File: src/rtl/core/hctv_pkg.sv
// ----------------------------------------------------------------------------
// hctv_pkg
// Types, character codes and helpers shared by the map-value token checker.
// ----------------------------------------------------------------------------
`default_nettype none

package hctv_pkg;

  localparam int unsigned MAX_DIGITS = 10;

  // parse phase codes
  localparam logic [2:0] PH_START  = 3'd0;
  localparam logic [2:0] PH_SIGNED = 3'd1;
  localparam logic [2:0] PH_DIGITS = 3'd2;
  localparam logic [2:0] PH_ZERO   = 3'd3;
  localparam logic [2:0] PH_X      = 3'd4;
  localparam logic [2:0] PH_HEX    = 3'd5;

  // character codes
  localparam logic [7:0] CH_NUL   = 8'h00;
  localparam logic [7:0] CH_NL    = 8'h0A;
  localparam logic [7:0] CH_SPACE = 8'h20;
  localparam logic [7:0] CH_PLUS  = 8'h2B;
  localparam logic [7:0] CH_COMMA = 8'h2C;
  localparam logic [7:0] CH_MINUS = 8'h2D;
  localparam logic [7:0] CH_ZERO  = 8'h30;
  localparam logic [7:0] CH_NINE  = 8'h39;
  localparam logic [7:0] CH_UA    = 8'h41;
  localparam logic [7:0] CH_UF    = 8'h46;
  localparam logic [7:0] CH_LA    = 8'h61;
  localparam logic [7:0] CH_LF    = 8'h66;
  localparam logic [7:0] CH_LX    = 8'h78;

  localparam logic [2:0] HEX_MAX = 3'd6;

  typedef struct packed {
    logic [7:0] ch;
    logic       last;
  } hctv_in_t;

  typedef struct packed {
    logic       valid_res;
    logic [4:0] value_length;
    logic       has_color;
  } hctv_out_t;

  typedef struct packed {
    logic [2:0] phase;
    logic [3:0] digit_count;
    logic [2:0] hex_count;
    logic [4:0] position;
    logic       decided;
    logic       verdict;
    logic       color_seen;
  } hctv_state_t;

  localparam hctv_state_t STATE_RESET = '{
    phase:       PH_START,
    digit_count: 4'd0,
    hex_count:   3'd0,
    position:    5'd0,
    decided:     1'b0,
    verdict:     1'b0,
    color_seen:  1'b0
  };

  function automatic logic is_dec(input logic [7:0] c);
    return (c >= CH_ZERO) && (c <= CH_NINE);
  endfunction

  function automatic logic is_hex(input logic [7:0] c);
    return is_dec(c) || ((c >= CH_LA) && (c <= CH_LF)) || ((c >= CH_UA) && (c <= CH_UF));
  endfunction

  // verdict when the value ends in the given phase
  function automatic logic end_ok(input logic [2:0] phase, input logic [2:0] hex_count);
    logic ok;
    ok = 1'b0;
    if (phase == PH_DIGITS) begin
      ok = 1'b1;
    end else if (phase == PH_HEX) begin
      ok = (hex_count == 3'd6) || (hex_count == 3'd4) ||
           (hex_count == 3'd3) || (hex_count == 3'd2);
    end
    return ok;
  endfunction

endpackage

`default_nettype wire

File: src/rtl/core/hctv_step.sv
// ----------------------------------------------------------------------------
// hctv_step
// One-byte parse step: next parser state and the result for a last byte.
// ----------------------------------------------------------------------------
`default_nettype none

module hctv_step (
  input  hctv_pkg::hctv_state_t st,
  input  hctv_pkg::hctv_in_t    item,
  output hctv_pkg::hctv_state_t st_next,
  output hctv_pkg::hctv_out_t   res
);

  hctv_pkg::hctv_state_t s;
  logic                  ok;
  logic [7:0]            c;

  assign c = item.ch;

  always_comb begin
    s = st;
    if (!st.decided) begin
      if ((c == hctv_pkg::CH_NUL) || (c == hctv_pkg::CH_SPACE) || (c == hctv_pkg::CH_NL)) begin
        s.decided = 1'b1;
        s.verdict = hctv_pkg::end_ok(st.phase, st.hex_count);
      end else begin
        unique case (st.phase)
          hctv_pkg::PH_START: begin
            if ((c == hctv_pkg::CH_MINUS) || (c == hctv_pkg::CH_PLUS)) begin
              s.phase    = hctv_pkg::PH_SIGNED;
              s.position = st.position + 5'd1;
            end else if (hctv_pkg::is_dec(c)) begin
              s.phase       = hctv_pkg::PH_DIGITS;
              s.digit_count = 4'd1;
              s.position    = st.position + 5'd1;
            end else begin
              s.decided = 1'b1;
              s.verdict = 1'b0;
            end
          end
          hctv_pkg::PH_SIGNED: begin
            if (hctv_pkg::is_dec(c)) begin
              s.phase       = hctv_pkg::PH_DIGITS;
              s.digit_count = 4'd1;
              s.position    = st.position + 5'd1;
            end else begin
              s.decided = 1'b1;
              s.verdict = 1'b0;
            end
          end
          hctv_pkg::PH_DIGITS: begin
            if (hctv_pkg::is_dec(c) &&
                (st.digit_count < 4'(hctv_pkg::MAX_DIGITS))) begin
              s.digit_count = st.digit_count + 4'd1;
              s.position    = st.position + 5'd1;
            end else if (c == hctv_pkg::CH_COMMA) begin
              s.phase      = hctv_pkg::PH_ZERO;
              s.color_seen = 1'b1;
              s.position   = st.position + 5'd1;
            end else begin
              s.decided = 1'b1;
              s.verdict = 1'b0;
            end
          end
          hctv_pkg::PH_ZERO: begin
            if (c == hctv_pkg::CH_ZERO) begin
              s.phase    = hctv_pkg::PH_X;
              s.position = st.position + 5'd1;
            end else begin
              s.decided = 1'b1;
              s.verdict = 1'b0;
            end
          end
          hctv_pkg::PH_X: begin
            if (c == hctv_pkg::CH_LX) begin
              s.phase    = hctv_pkg::PH_HEX;
              s.position = st.position + 5'd1;
            end else begin
              s.decided = 1'b1;
              s.verdict = 1'b0;
            end
          end
          hctv_pkg::PH_HEX: begin
            if (hctv_pkg::is_hex(c) && (st.hex_count < hctv_pkg::HEX_MAX)) begin
              s.hex_count = st.hex_count + 3'd1;
              s.position  = st.position + 5'd1;
            end else begin
              s.decided = 1'b1;
              s.verdict = 1'b0;
            end
          end
          default: begin
            s.decided = 1'b1;
            s.verdict = 1'b0;
          end
        endcase
      end
    end
  end

  // end of item without a terminator closes the value where it stands
  assign ok = s.decided ? s.verdict : hctv_pkg::end_ok(s.phase, s.hex_count);

  assign res.valid_res    = ok;
  assign res.value_length = ok ? s.position : 5'd0;
  assign res.has_color    = ok & s.color_seen;

  assign st_next = item.last ? hctv_pkg::STATE_RESET : s;

endmodule

`default_nettype wire

File: src/rtl/core/height_color_token_validator.sv
// ----------------------------------------------------------------------------
// height_color_token_validator
// Checks a byte stream against the map-value format and reports the verdict
// and value length on the byte marked last.
// ----------------------------------------------------------------------------
//  channel  | handshake              | payload
//  item     | item_valid, item_ready | item (ch, last), one byte per item
//  res      | res_valid, res_ready   | res (valid_res, value_length, has_color)
//
//  One byte per cycle sustained unless a stalled result holds a last byte;
//  each byte passes the input register and its parse step runs into the
//  state and result registers; the result register loads on a last byte.
//  A stalled result only holds back a last byte; other bytes keep flowing.
//  Synchronous reset returns the parser to the start of a string.
// ----------------------------------------------------------------------------
`default_nettype none

module height_color_token_validator (
  input  logic                clk,
  input  logic                rst,
  input  logic                item_valid,
  output logic                item_ready,
  input  hctv_pkg::hctv_in_t  item,
  output logic                res_valid,
  input  logic                res_ready,
  output hctv_pkg::hctv_out_t res
);

  hctv_pkg::hctv_in_t    item_buf;
  logic                  item_buf_valid;
  hctv_pkg::hctv_state_t st;
  hctv_pkg::hctv_state_t st_next;
  hctv_pkg::hctv_out_t   res_next;
  logic                  res_free;
  logic                  consume;

  assign res_free   = !res_valid || res_ready;
  assign consume    = item_buf_valid && (!item_buf.last || res_free);
  assign item_ready = !item_buf_valid || consume;

  hctv_step u_step (
    .st      (st),
    .item    (item_buf),
    .st_next (st_next),
    .res     (res_next)
  );

  always_ff @(posedge clk) begin
    if (rst) begin
      item_buf_valid <= 1'b0;
      st             <= hctv_pkg::STATE_RESET;
      res_valid      <= 1'b0;
    end else begin
      if (item_ready) begin
        item_buf_valid <= item_valid;
      end
      if (consume) begin
        st <= st_next;
      end
      if (consume && item_buf.last) begin
        res_valid <= 1'b1;
      end else if (res_ready) begin
        res_valid <= 1'b0;
      end
    end
  end

  always_ff @(posedge clk) begin
    if (item_ready && item_valid) begin
      item_buf <= item;
    end
    if (consume && item_buf.last) begin
      res <= res_next;
    end
  end

  // an invalid verdict carries no length and no color
  a_invalid_empty: assert property (@(posedge clk) disable iff (rst)
    (res_valid && !res.valid_res) |-> (res.value_length == 5'd0 && !res.has_color))
    else $error("invalid result with nonzero fields");

  // shortest colored value is one digit, comma, 0x and two hex digits
  a_color_len: assert property (@(posedge clk) disable iff (rst)
    (res_valid && res.has_color) |-> (res.value_length >= 5'd6))
    else $error("color suffix with too short a value");

  // parser is back at string start after a last byte
  a_restart: assert property (@(posedge clk) disable iff (rst)
    (consume && item_buf.last) |=> (st.phase == hctv_pkg::PH_START &&
                                    st.position == 5'd0 && !st.decided))
    else $error("parser not reset after last byte");

  // a buffered byte is never dropped
  a_hold: assert property (@(posedge clk) disable iff (rst)
    (item_buf_valid && !consume) |=> (item_buf_valid && $stable(item_buf)))
    else $error("buffered byte lost");

endmodule

`default_nettype wire
File: config.mk
export PLATFORM = sky130hd
export DESIGN_NAME = height_color_token_validator
export DESIGN_NICKNAME = d
export VERILOG_FILES = /design/src/rtl/core/hctv_pkg.sv /design/src/rtl/core/hctv_step.sv /design/src/rtl/core/height_color_token_validator.sv
export SDC_FILE = /design/constraint.sdc
export NUM_CORES = 1
export LEC_CHECK = 0
export BUFFER_PORTS_ARGS = -buffer_cell sky130_fd_sc_hd__buf_2
export CAP_MARGIN = 25
export CORE_MARGIN = 2
export CORE_UTILIZATION = 35
export DETAILED_ROUTE_END_ITERATION = 7
export PLACE_DENSITY = 0.55
export SYNTH_ARGS = -nofsm -noshare
export SYNTH_HDL_FRONTEND = slang
export SYNTH_SLANG_ARGS = --single-unit
File: constraint.sdc
create_clock -name clk -period 6.8 [get_ports clk]
set_input_delay 0.34 -clock clk [delete_from_list [all_inputs] [get_ports clk]]
set_output_delay 0.34 -clock clk [all_outputs]
set_load 0.01 [all_outputs]
==> results.cfg <==
[synth]
ys_ff_latch = 36
yosys.area.top_type_share_pct = 21.8
synth.net_count = 262
async_reset_ff_share_pct = 0
yosysWarnings = 0
synth.largest_area_cell = edfxtp_1
synth_area_leaders = edfxtp_1 22%, dfxtp_1 18%, nor2_1 4.8%
post-synth-top-count-cell = nor2_1
seq_area_frac_synth_pct = 39.9
netlist_area_um2 = 2210
synth_cell_type_count = 61
syn_avg_cell_area_um2 = 8.97
synth_edf_count = 16
ys.flop_type = dfxtp_1
synth_commonest_cells = 28 x nor2_1, 20 x dfxtp_1, 16 x edfxtp_1, 14 x nand2_1
syn_inst = 246

[drt]
ant_nets = 0
vias_per_cell = 5.68
vias = 1907
drt_wl_total_um = 5210
drt-pass1-iter-count = 4
drt_iter0_drc = 109
drc = 0
wl_per_cell_um = 15.5

[placed_design]
hpwl_um = 3760
gp_congestion = 0.868
place.port_buffers = 21
place_area_um2 = 2340

[pwr]
p_leak_nw = 0.794
switching_share_pct = 25.2
power.density_nw_per_um2 = 179
switching_power_mw = 0.110
intPower_mw = 0.327
seq_power_share_pct = 54.7
power_frac_clock_pct = 37.0
ir_worst_vdd_mv = 0.0992
p_comb_share_pct = 8.3

[grt]
grt-ovfl-total = 0
grt_pass1_vias = 1754
grt_max_degree = 22
grt_usage_pct = 15.7
met1_usage_pct = 21.9
antenna_found_initial = 0
busiest_layer = met2
grt_pass1_wl_um = 8870
grtUsageMet3_pct = 3.38
gr-usage-met2_pct = 23.9

[floorplanning]
core-area_um2 = 5990
initial_core_util_pct = 36.8
dieArea_um2 = 6950
pin_count = 22
fp-row-count = 28
die_h_um = 83.4
die_w_um = 83.4

[setup_path]
criticalPathCategory = reg -> reg
crit_required_ns = 6.83
critical_path.endpoint_type = flop
critPathLaunchType = flop
path_max_fanout = 7
worstSetupStartpoint = item_buf[7]
reg2reg_from = item_buf[7]
arrival_ns = 3.02

[timing]
post-route-period-util_pct = 44.0
tightest_slew_ns = 0.862
setup_violations = 0
clock.fmax_mhz = 334
period_needed_ns = 2.99
slew_violations = 0
fin_skew_ns = 0.00692
slew_headroom_pct = 42.3
hold_viol = 0
fin_setup_tns_ns = 0
rsz0062_at_grt = false

[final_layout]
drive_above_1_share_pct = 15.7
fillers = 593
design_area_um2 = 2440
syn_to_final_growth_pct = 10.7
diodes = 0
finalNetCount = 276

[clock_network]
cts_buffer_depth = 2
path_clk_slew_ns = 0.08
clockRootBuffer = clkbuf_8
worstSkewPairLatency_ns = 0.29
htree_num_levels = 2
cts_setup_buffers = 0
cts_sinks = 36
cts-resized-gates = 0
cts_buffers = 5
ctsHoldBuffers = 0
cts_tree = done

[run]
maxCapViolations = 0

[hold_path]
hold_class = in -> reg
hp-start = item[6]

[run_status]
outcome = complete, no violations
-- path summary, 6_finish.rpt --
check / endpoint / slack (ns) / cells after the start
hold / removal: item_buf[6] / 0.22 / 1
setup / recovery: res[3] / 3.81 / 7
setup reg to reg: res[3] / 3.81 / 7
hold reg to reg: st[14] / 0.47 / 2
-- worst max-delay path: stages (launching register included) --
cell and delay, ns:
edfxtp_1 0.46, or3_1 0.54, or3_1 0.39, a311oi_1 0.37, o21a_1 0.27, o32ai_1 0.12, o22ai_1 0.47, nor2_1 0.11
-- layout make-up --
type / count / area [um^2] / area share [%]
sequential: 36 / 881 / 36.1
clock buffer: 7 / 86.3 / 3.54
inverter: 8 / 30.0 / 1.23
timing repair buffer: 22 / 113 / 4.61
multi-input combinational: 187 / 1230 / 50.4
tap: 75 / 93.8 / 3.84
clock inverter: 1 / 7.51 / 0.308
-- per-layer routing --
metal  vias up  routed length, um
li1        956                  -
met1       893               2430
met2        51               2380
met3         7                324
met4         0                 74
met5         -                  0
-- logic make-up after synthesis --
kind of cell	count (synthesis)	synth area share [%]
DFF	36	39.9
AOI/OAI and AO/OA	66	21.9
muxes	5	2.33
and+or+nand+nor	107	27.5
xor gates and xnor gates	6	2.38
buffers and inverters	23	4.31
adders and majority gates	3	1.70
-- power groups by stage --
stage / Combinational [mW] / Clock [mW] / Sequential [mW]
3_5_place_dp: 0.0359 / 0 / 0.244
2_1_floorplan: 0.0285 / 0 / 0.240
5_1_grt: 0.0408 / 0.176 / 0.241
3_3_place_gp: 0.0359 / 0 / 0.244
6_report: 0.0363 / 0.162 / 0.239
4_1_cts: 0.0361 / 0.167 / 0.239
-- sequential cells by signal, indices dropped and copies added, names as in the netlist --
name	flops
st	18
res_valid	1
item_buf	9
item_buf_valid	1
res	7
-- metrics by stage --
step	total power, mW	util [%]	setup slack (ns)	hold slack, ns	instances
2_1_floorplan	0.269	-	4.21	0.439	246
3_3_place_gp	0.280	39.1	3.86	0.451	327
3_5_place_dp	0.280	39.1	3.83	0.463	327
4_1_cts	0.443	40.6	3.80	0.212	335
5_1_grt	0.457	40.7	3.62	0.212	336
6_report	0.438	40.7	3.81	0.223	336
-- cells in the final DEF, fill, tap and decap left out, drive strengths merged, types with 8 or more instances in the layout --
cell type,instances
nor2,28
buf,22
dfxtp,20
edfxtp,16
nand2,14
o21ai,13
nand3,12
a21oi,11
inv,8
nor4,8
(Power assumes the default switching activity.)
